## config.mk

```make
export PLATFORM = sky130hd
export DESIGN_NAME = modem_response_matcher
export DESIGN_NICKNAME = d
export VERILOG_FILES = /design/src/mrm_pkg.sv /design/src/mrm_matcher.sv /design/src/modem_response_matcher.sv
export VERILOG_INCLUDE_DIRS = /design/src /design/src/src
export SDC_FILE = /design/constraint.sdc
export NUM_CORES = 1
export LEC_CHECK = 0
export BUFFER_PORTS_ARGS = -buffer_cell sky130_fd_sc_hd__buf_2
export CORE_MARGIN = 1.5
export CORE_UTILIZATION = 55
export CTS_BUF_LIST = sky130_fd_sc_hd__clkbuf_16
export DETAILED_ROUTE_END_ITERATION = 16
export HOLD_SLACK_MARGIN = 0.05
export PLACE_DENSITY = 0.86
export SLEW_MARGIN = 20
export SYNTH_ARGS = -nofsm -noshare
export SYNTH_HDL_FRONTEND = slang
export SYNTH_SLANG_ARGS = --single-unit
```

## constraint.sdc

```tcl
create_clock -name aclk -period 3.86 [get_ports aclk]
set_clock_uncertainty 0.2 [all_clocks]
set_input_delay 0.772 -clock aclk [delete_from_list [all_inputs] [get_ports aclk]]
set_output_delay 0.772 -clock aclk [all_outputs]
set_load 0.01 [all_outputs]
```

## src/modem_response_matcher_assert.svh

```systemverilog
// Assertion macros used by the matcher of the modem response matcher RTL (mrm_matcher).
`ifndef MODEM_RESPONSE_MATCHER_ASSERT_SVH
`define MODEM_RESPONSE_MATCHER_ASSERT_SVH

// Same-cycle implication, checked outside reset.
`define MRM_ASSERT_IMPLY(label, clk, rstn, ante, cons, msg) \
    label: assert property (@(posedge clk) disable iff (!(rstn)) (ante) |-> (cons)) \
        else $error(msg);

// Next-cycle implication, checked outside reset.
`define MRM_ASSERT_NEXT(label, clk, rstn, ante, cons, msg) \
    label: assert property (@(posedge clk) disable iff (!(rstn)) (ante) |=> (cons)) \
        else $error(msg);

`endif

```

## src/mrm_pkg.sv

```systemverilog
// Package with reply codes, character constants and shared types of the reply matcher.
`default_nettype none

package mrm_pkg;

    localparam int CodeWidth = 3;

    localparam logic [CodeWidth-1:0] CODE_NONE = 3'd0;
    localparam logic [CodeWidth-1:0] CODE_CMD  = 3'd1;
    localparam logic [CodeWidth-1:0] CODE_AOK  = 3'd2;
    localparam logic [CodeWidth-1:0] CODE_END  = 3'd3;
    localparam logic [CodeWidth-1:0] CODE_CONN = 3'd4;

    localparam logic [7:0] CHAR_A  = 8'h41;
    localparam logic [7:0] CHAR_C  = 8'h43;
    localparam logic [7:0] CHAR_D  = 8'h44;
    localparam logic [7:0] CHAR_E  = 8'h45;
    localparam logic [7:0] CHAR_K  = 8'h4B;
    localparam logic [7:0] CHAR_M  = 8'h4D;
    localparam logic [7:0] CHAR_N  = 8'h4E;
    localparam logic [7:0] CHAR_O  = 8'h4F;
    localparam logic [7:0] CHAR_CR = 8'h0D;
    localparam logic [7:0] CHAR_LF = 8'h0A;

    typedef logic [CodeWidth-1:0] code_t;

    // Result of one item as produced by the matcher.
    typedef struct packed {
        logic  completed;
        code_t code;
    } mrm_result_t;

endpackage

`default_nettype wire

```

## src/mrm_matcher.sv

```systemverilog
// Reply matcher: parser state, candidate and latched codes, and the per-item result logic.
`default_nettype none

`include "modem_response_matcher_assert.svh"

module mrm_matcher (
    input  wire logic                aclk,
    input  wire logic                aresetn,
    input  wire logic                step,      // an item is processed this cycle
    input  wire logic                query,     // 1 = read and clear, 0 = parse byte
    input  wire logic [7:0]          rx_byte,
    output mrm_pkg::mrm_result_t     res
);

    localparam logic [3:0] ST_IDLE = 4'd0;
    localparam logic [3:0] ST_C    = 4'd1;
    localparam logic [3:0] ST_CM   = 4'd2;
    localparam logic [3:0] ST_A    = 4'd3;
    localparam logic [3:0] ST_AO   = 4'd4;
    localparam logic [3:0] ST_CO   = 4'd5;
    localparam logic [3:0] ST_CON  = 4'd6;
    localparam logic [3:0] ST_E    = 4'd7;
    localparam logic [3:0] ST_EN   = 4'd8;
    localparam logic [3:0] ST_WCR  = 4'd9;
    localparam logic [3:0] ST_WLF  = 4'd10;

    logic [3:0]     state_reg, state_next;
    mrm_pkg::code_t cand_reg, cand_next;
    logic           pending_reg, pending_next;
    mrm_pkg::code_t latched_reg, latched_next;

    // Byte parsing: next state, candidate update and completion.
    logic [3:0]     parse_state;
    mrm_pkg::code_t parse_cand;
    mrm_pkg::code_t parse_done;

    always_comb begin
        parse_state = ST_IDLE;
        parse_cand  = cand_reg;
        parse_done  = mrm_pkg::CODE_NONE;
        unique case (state_reg)
            ST_IDLE: begin
                parse_cand = mrm_pkg::CODE_NONE;
                priority if (rx_byte == mrm_pkg::CHAR_C) begin
                    parse_state = ST_C;
                end else if (rx_byte == mrm_pkg::CHAR_A) begin
                    parse_state = ST_A;
                end else if (rx_byte == mrm_pkg::CHAR_E) begin
                    parse_state = ST_E;
                end else begin
                    parse_state = ST_IDLE;
                end
            end
            ST_C: begin
                priority if (rx_byte == mrm_pkg::CHAR_M) begin
                    parse_state = ST_CM;
                end else if (rx_byte == mrm_pkg::CHAR_O) begin
                    parse_state = ST_CO;
                end else begin
                    parse_state = ST_IDLE;
                end
            end
            ST_CM: begin
                if (rx_byte == mrm_pkg::CHAR_D) begin
                    parse_cand  = mrm_pkg::CODE_CMD;
                    parse_state = ST_WCR;
                end
            end
            ST_A: begin
                if (rx_byte == mrm_pkg::CHAR_O) begin
                    parse_state = ST_AO;
                end
            end
            ST_AO: begin
                if (rx_byte == mrm_pkg::CHAR_K) begin
                    parse_cand  = mrm_pkg::CODE_AOK;
                    parse_state = ST_WCR;
                end
            end
            ST_CO: begin
                if (rx_byte == mrm_pkg::CHAR_N) begin
                    parse_state = ST_CON;
                end
            end
            ST_CON: begin
                // CONN has no terminator, so it completes on the second N.
                if (rx_byte == mrm_pkg::CHAR_N) begin
                    parse_cand = mrm_pkg::CODE_CONN;
                    parse_done = mrm_pkg::CODE_CONN;
                end
            end
            ST_E: begin
                if (rx_byte == mrm_pkg::CHAR_N) begin
                    parse_state = ST_EN;
                end
            end
            ST_EN: begin
                if (rx_byte == mrm_pkg::CHAR_D) begin
                    parse_cand  = mrm_pkg::CODE_END;
                    parse_state = ST_WCR;
                end
            end
            ST_WCR: begin
                if (rx_byte == mrm_pkg::CHAR_CR) begin
                    parse_state = ST_WLF;
                end
            end
            ST_WLF: begin
                if (rx_byte == mrm_pkg::CHAR_LF) begin
                    parse_done = cand_reg;
                end
            end
            default: begin
                parse_state = ST_IDLE;
            end
        endcase
    end

    always_comb begin
        state_next   = state_reg;
        cand_next    = cand_reg;
        pending_next = pending_reg;
        latched_next = latched_reg;
        res.completed = 1'b0;
        res.code      = mrm_pkg::CODE_NONE;
        if (query) begin
            res.code = pending_reg ? latched_reg : mrm_pkg::CODE_NONE;
            if (step) begin
                pending_next = 1'b0;
            end
        end else begin
            res.completed = (parse_done != mrm_pkg::CODE_NONE);
            res.code      = parse_done;
            if (step) begin
                state_next = parse_state;
                cand_next  = parse_cand;
                if (parse_done != mrm_pkg::CODE_NONE) begin
                    pending_next = 1'b1;
                    latched_next = parse_done;
                end
            end
        end
    end

    always_ff @(posedge aclk) begin
        if (!aresetn) begin
            state_reg   <= ST_IDLE;
            cand_reg    <= mrm_pkg::CODE_NONE;
            pending_reg <= 1'b0;
            latched_reg <= mrm_pkg::CODE_NONE;
        end else begin
            state_reg   <= state_next;
            cand_reg    <= cand_next;
            pending_reg <= pending_next;
            latched_reg <= latched_next;
        end
    end

    `MRM_ASSERT_NEXT(a_latch_on_complete, aclk, aresetn, step && res.completed, pending_reg && latched_reg == $past(res.code), "completed reply was not latched")
    `MRM_ASSERT_NEXT(a_query_clears, aclk, aresetn, step && query, !pending_reg, "query left the pending flag set")
    `MRM_ASSERT_NEXT(a_query_keeps_state, aclk, aresetn, step && query, $stable(state_reg) && $stable(latched_reg), "query disturbed the matcher")
    `MRM_ASSERT_IMPLY(a_state_range, aclk, aresetn, 1'b1, state_reg <= ST_WLF, "matcher in an unused state")

endmodule

`default_nettype wire

```

## src/modem_response_matcher.sv

```systemverilog
// Top level of the modem reply matcher: input beat register, matcher and result register.
//
//   Channel  Direction  tdata                      tuser
//   s_axis   in         [7:0] rx_byte              [0] req_type
//   m_axis   out        [2:0] response_code, pad   [0] completed
//
// One beat is accepted per cycle when the result side keeps up.
// A beat passes through the input register, then the matcher logic into the result register.
// The matcher state updates as each beat advances, which allows one beat per cycle when the result side keeps up.
// Reset clears both valid flags and the matcher state; payload registers are not reset.
// A stall on m_axis backs up into the input register, then drops s_axis_tready.
`default_nettype none

module modem_response_matcher (
    input  wire logic       aclk,
    input  wire logic       aresetn,
    input  wire logic       s_axis_tvalid,
    output logic            s_axis_tready,
    input  wire logic [7:0] s_axis_tdata,   // [7:0] rx_byte
    input  wire logic       s_axis_tuser,   // [0] req_type
    output logic            m_axis_tvalid,
    input  wire logic       m_axis_tready,
    output logic [7:0]      m_axis_tdata,   // [2:0] response_code, [7:3] zero
    output logic            m_axis_tuser    // [0] completed
);

    logic       in_valid_reg;
    logic       in_query_reg;
    logic [7:0] in_byte_reg;
    logic       out_valid_reg;
    mrm_pkg::mrm_result_t out_res_reg;
    mrm_pkg::mrm_result_t res;

    logic out_ready;
    logic advance;

    assign out_ready     = !out_valid_reg || m_axis_tready;
    assign advance       = in_valid_reg && out_ready;
    assign s_axis_tready = !in_valid_reg || out_ready;

    mrm_matcher u_matcher (
        .aclk    (aclk),
        .aresetn (aresetn),
        .step    (advance),
        .query   (in_query_reg),
        .rx_byte (in_byte_reg),
        .res     (res)
    );

    always_ff @(posedge aclk) begin
        if (!aresetn) begin
            in_valid_reg  <= 1'b0;
            out_valid_reg <= 1'b0;
        end else begin
            if (s_axis_tready) begin
                in_valid_reg <= s_axis_tvalid;
            end
            if (out_ready) begin
                out_valid_reg <= in_valid_reg;
            end
        end
    end

    always_ff @(posedge aclk) begin
        if (s_axis_tready && s_axis_tvalid) begin
            in_query_reg <= s_axis_tuser;
            in_byte_reg  <= s_axis_tdata;
        end
        if (advance) begin
            out_res_reg <= res;
        end
    end

    assign m_axis_tvalid = out_valid_reg;
    assign m_axis_tdata  = {5'd0, out_res_reg.code};
    assign m_axis_tuser  = out_res_reg.completed;

endmodule

`default_nettype wire
```

; Yosys cells after proc, flatten, opt, wreduce, memory -nomap -nowiden
; Index checks and enable logic that the tools add are counted.
[word_totals]
in_bits = 13
out_inout_bits = 11
regBits = 26
[op_classes]
mux = 26
n_eq_ne = 24
bitwise = 1
reduce_logical = 15
[ops]
columns = operator, n
row1 = $eq 8x7->1 const B, 8
row2 = $mux 3, 12
row3 = $pmux 4 s8, 1
row4 = $mux 4, 7
row5 = $eq 4x3->1 const B, 4
row6 = $eq 8x4->1 const B, 2
row7 = $pmux 3 s5, 1
row8 = $eq 4x4->1 const B, 3
row9 = $eq 4x2->1 const B, 2
row10 = $ne 2x1->1 const B, 4
row11 = $reduce_and 7->1, 1
row12 = $pmux 3 s2, 1
row13 = $reduce_bool 5->1, 1
row14 = $eq 4x1->1 const B, 1
row15 = $logic_not 4->1, 1
row16 = $mux 1, 4
row17 = $reduce_and 2->1, 2
row18 = $reduce_and 3->1, 1
row19 = $reduce_bool 3->1, 1
row20 = $logic_and 1x1->1, 2
row21 = $logic_not 1->1, 2
row22 = $logic_or 1x1->1, 2
row23 = $reduce_bool 2->1, 1
row24 = $reduce_or 2->1, 1
row25 = $not 1->1, 1

; Longest topological paths before layout
[logic_depth]
ltp_word = 7
depth_mapped = 6
depth_no_buf = 5

; Modules after synthesis
; Synthesis repeated with hierarchy kept, for this count alone.
[unflattened]
hier_cells = 153
area_unflattened_um2 = 1441.4
[modules_own_cells]
columns = mod, cells_each, seq_area_each_um2, area_each_um2, n_inst
row1 = mrm_matcher, 125, 220.2, 905.9, 1
row2 = modem_response_matcher, 28, 430.4, 535.5, 1

; Worst setup path after synthesis
; Ideal clock, no wire load.
[synth_path]
path_kind = register to register
from = register in_byte_reg[7]
to = register u_matcher.cand_reg[0]
arrival_time_ps = 2222
slack_ps = 1319
t_required_ps = 3541
setup_ps = 119
stages_incl_launch_ff = 7
synth_period_minus_slack_ps = 2541
path_buffers = 1
path_cell_list = edfxtp_1 -> or4b_1 -> buf_2 -> or4b_4 -> o21a_1 -> or3_4 -> mux2i_1
[synth_via]
elab_chain_len = 3
word_cells_on_any_way = 8
classes_between = eq/ne (7) / reduce/logical (1)
[synth_lines]
columns = element, line
row1 = "start, declared", modem_response_matcher.sv:29  ; logic [7:0] in_byte_reg;
row2 = "start signal, assigned", modem_response_matcher.sv:67  ; in_byte_reg <= s_axis_tdata;
row3 = $eq 8x7->1 (on tied branches), -
row4 = $ne 2x1->1 (no line), -
row5 = $reduce_and 7->1 (no line) *, -
row6 = "end signal, assigned", mrm_matcher.sv:148  ; cand_reg <= mrm_pkg::CODE_NONE;
row7 = "end signal, assigned", mrm_matcher.sv:153  ; cand_reg <= cand_next;
row8 = "end, declared", mrm_matcher.sv:28  ; mrm_pkg::code_t cand_reg, cand_next;
; Every way passes the cells marked *; elsewhere a longest branch is shown, timed or not.
; A chain may end at the register's enable or synchronous reset.

; Worst setup path after layout
[layout_path]
from = register u_matcher.state_reg[3]
to = register u_matcher.latched_reg[2]
[layout_via]
elab_chain_len = 4
word_cells_on_any_way = 5
classes_between = eq/ne (2) / mux (1) / reduce/logical (2)
[layout_lines]
columns = element, line
row1 = "start, declared", mrm_matcher.sv:27  ; logic [3:0] state_reg, state_next;
row2 = "start signal, assigned", mrm_matcher.sv:152  ; state_reg <= state_next;
row3 = $eq 4x4->1 or $eq 4x3->1 (tied branches), mrm_matcher.sv:41  ; unique case (state_reg)
row4 = $pmux 3 s2 *, mrm_matcher.sv:41
row5 = $reduce_bool 3->1, mrm_matcher.sv:137  ; if (parse_done != mrm_pkg::CODE_NONE) begin
row6 = $reduce_and 3->1 (no line), -
row7 = "end signal, assigned", mrm_matcher.sv:150  ; latched_reg <= mrm_pkg::CODE_NONE;
row8 = "end signal, assigned", mrm_matcher.sv:155  ; latched_reg <= latched_next;
row9 = "end, declared", mrm_matcher.sv:30  ; mrm_pkg::code_t latched_reg, latched_next;
; Marks and branches as above.

==> results.json <==
{
  "status": "completed",
  "overflow": 0,
  "post_cts_buffers": 0,
  "dp_hpwl_um": 2010,
  "hold_path.class": "reg2reg",
  "clkTransAtPathRegs_ns": 0.07,
  "drt_wl_total_um": 2850,
  "relSlewSlack_pct": 49.2,
  "seq_area_um2": 651,
  "multiInputGateArea_um2": 697,
  "yosysWarnings": 0,
  "tightest_slew_ns": 0.760,
  "peakVddDrop_mv": 0.275,
  "core.rowCount": 18,
  "setup-violations-final": 0,
  "tns_ns": 0,
  "area_growth_pct": 12.4,
  "cp.required_ns": 3.81,
  "fin_total_pwr_mw": 0.640,
  "yosys.area.top_type_share_pct": 27.7,
  "h-tree-depth": 1,
  "yosys-top-cells-count": "13 x dfxtp_1, 13 x edfxtp_1, 13 x nand2_1",
  "diodes": 0,
  "synth.area.top_cells": "edfxtp_1 28%, dfxtp_1 18%, nand3_1 3.6%, nand2_1 3.5%, o21ai_0 2.8%",
  "ys_async_sr_fraction_pct": 0,
  "power_density_mw_per_mm2": 404,
  "dpl_worst_slack_ns": 1.18,
  "port_buffers": 18,
  "finalHoldViolCount": 0,
  "cp_max_fo": 14,
  "cts_resized": 0,
  "nets": 174,
  "setup_slack_ns": 1.10,
  "final_layout_size_suffix_gt1_share_pct": 18.1,
  "ant_nets": 0,
  "dieArea_mm2": 0.00287,
  "gp_congestion": 0.887,
  "layout_min_cycle_time_ns": 2.76,
  "synth-seq-area-share_pct": 46.2,
  "synth_cell_types": 46,
  "syn-mean-instance-area_um2": 9.52,
  "synth_top_area_cell": "edfxtp_1",
  "holdBufCountCts": 0,
  "synth-edff-count": 13,
  "largest_reg_flops": 8,
  "synth_ff_type": "edfxtp_1",
  "die_x_um": 53.6,
  "netlist_instances": 148,
  "core-area_mm2": 0.00245,
  "clock_latency_ns": 0.26,
  "cts_tree": "yes",
  "arrival_ns": 2.70,
  "clock_sinks": 26,
  "fin_crit_sh_pct": 71.4,
  "drc": 0,
  "drv_slew": 0,
  "routedWlPerCell_um": 15.0,
  "rsz0062_at_grt": "no",
  "start_util_pct": 57.4,
  "drt_iter0_drc": 39,
  "dieHeight_um": 53.6,
  "antenna_found_initial": 0,
  "drv_cap": 0,
  "grt_max_degree": 18,
  "grt_pass1_vias": 1076,
  "via_per_inst": 6.25,
  "fmax_mhz": 363,
  "synth-seq-cells": 26,
  "grt_usage_pct": 22.3,
  "cts-root-buf": "clkbuf_16",
  "dr.pass1.iters": 4,
  "power.leakage_nw": 0.547,
  "cts.path.max_buffers": 2,
  "ios": 24,
  "dr_total_vias": 1188,
  "startpoint_type": "flop",
  "nFillCells": 195,
  "crit_type": "reg2reg",
  "cp-end-kind": "flop",
  "cts_buffers": 3,
  "syn-cell-area_mm2": 0.00141,
  "grt_pass1_wl_um": 4630
}
==> cell usage in the layout (no fill, tap or decap), drive strengths merged, types with 4 or more instances in the layout <==
master	n
or4	5
dfxtp	13
o21a	4
nand3	10
nor3	4
buf	18
nor2b	5
nand2	13
nor2	10
nand4b	4
conb	5
o21ai	11
edfxtp	13
==> through the flow <==
stage / utilization [%] / std cells / cell area [um^2] / hold slack, ns
2_1_floorplan: - / 152 / 1420 / 0.258
3_3_place_gp: 60.2 / 186 / 1480 / 0.277
3_5_place_dp: 60.2 / 186 / 1480 / 0.287
4_1_cts: 64.5 / 190 / 1580 / 0.297
5_1_grt: 64.5 / 190 / 1580 / 0.316
6_report: 64.5 / 190 / 1580 / 0.292
==> routing by layer <==
metal	vias up	track usage, %	wire length (um)
met5	-	0	0
met4	0	8.97	32
met3	5	3.33	173
met2	54	40.3	1480
met1	549	26.2	1160
li1	580	-	-
==> cell type report <==
cell class                 instances  area share [%]
inverter                           1           0.237
tap                               30            2.37
clock buffer                       3            4.74
sequential                        26            41.1
clock inverter                     1            1.90
multi-input combinational        111            44.0
timing repair buffer              18            5.69
==> where the power goes <==
| group | leakage, nW | internal (mW) | total, mW | switching [mW] |
|---|---|---|---|---|
| clock network | 0.0511 | 0.206 | 0.302 | 0.0955 |
| registers | 0.233 | 0.299 | 0.308 | 0.00921 |
| logic | 0.263 | 0.0130 | 0.0303 | 0.0173 |
| total | 0.547 | 0.518 | 0.640 | 0.122 |
==> critical path, cell delays in order, from the launching register on <==
cell	delay, ns
dfxtp_1	0.65
or4b_2	0.69
nor4_1	0.66
nand2_1	0.15
o211ai_1	0.20
o21ai_0	0.10
==> path summary, 6_finish.rpt <==
path,start,to,slack (ns),cells after the start
worst min-delay path,u_matcher.latched_reg[1]$_SDFFE_PN0P_,u_matcher.latched_reg[1]$_SDFFE_PN0P_,0.29,2
worst min register to register,u_matcher.latched_reg[1]$_SDFFE_PN0P_,u_matcher.latched_reg[1]$_SDFFE_PN0P_,0.29,2
worst max-delay path,u_matcher.state_reg[3]$_SDFFE_PN0P_,u_matcher.latched_reg[2]$_SDFFE_PN0P_,1.10,5
worst max register to register,u_matcher.state_reg[3]$_SDFFE_PN0P_,u_matcher.latched_reg[2]$_SDFFE_PN0P_,1.10,5
==> cell families (layout without fill, tap and decap cells) <==
| group | after synthesis | count (layout) | synth area share [%] |
|---|---|---|---|
| and+or+nand+nor | 71 | 71 | 30.3 |
| AOI/OAI and AO/OA | 29 | 29 | 13.9 |
| DFF | 26 | 26 | 46.2 |
| buffers and inverters | 15 | 23 | 5.42 |
| xor gates and xnor gates | 3 | 3 | 1.87 |
| muxes | 3 | 3 | 2.13 |
| other | 1 | 5 | 0.266 |
No activity file was read; power rests on OpenSTA's default activity.
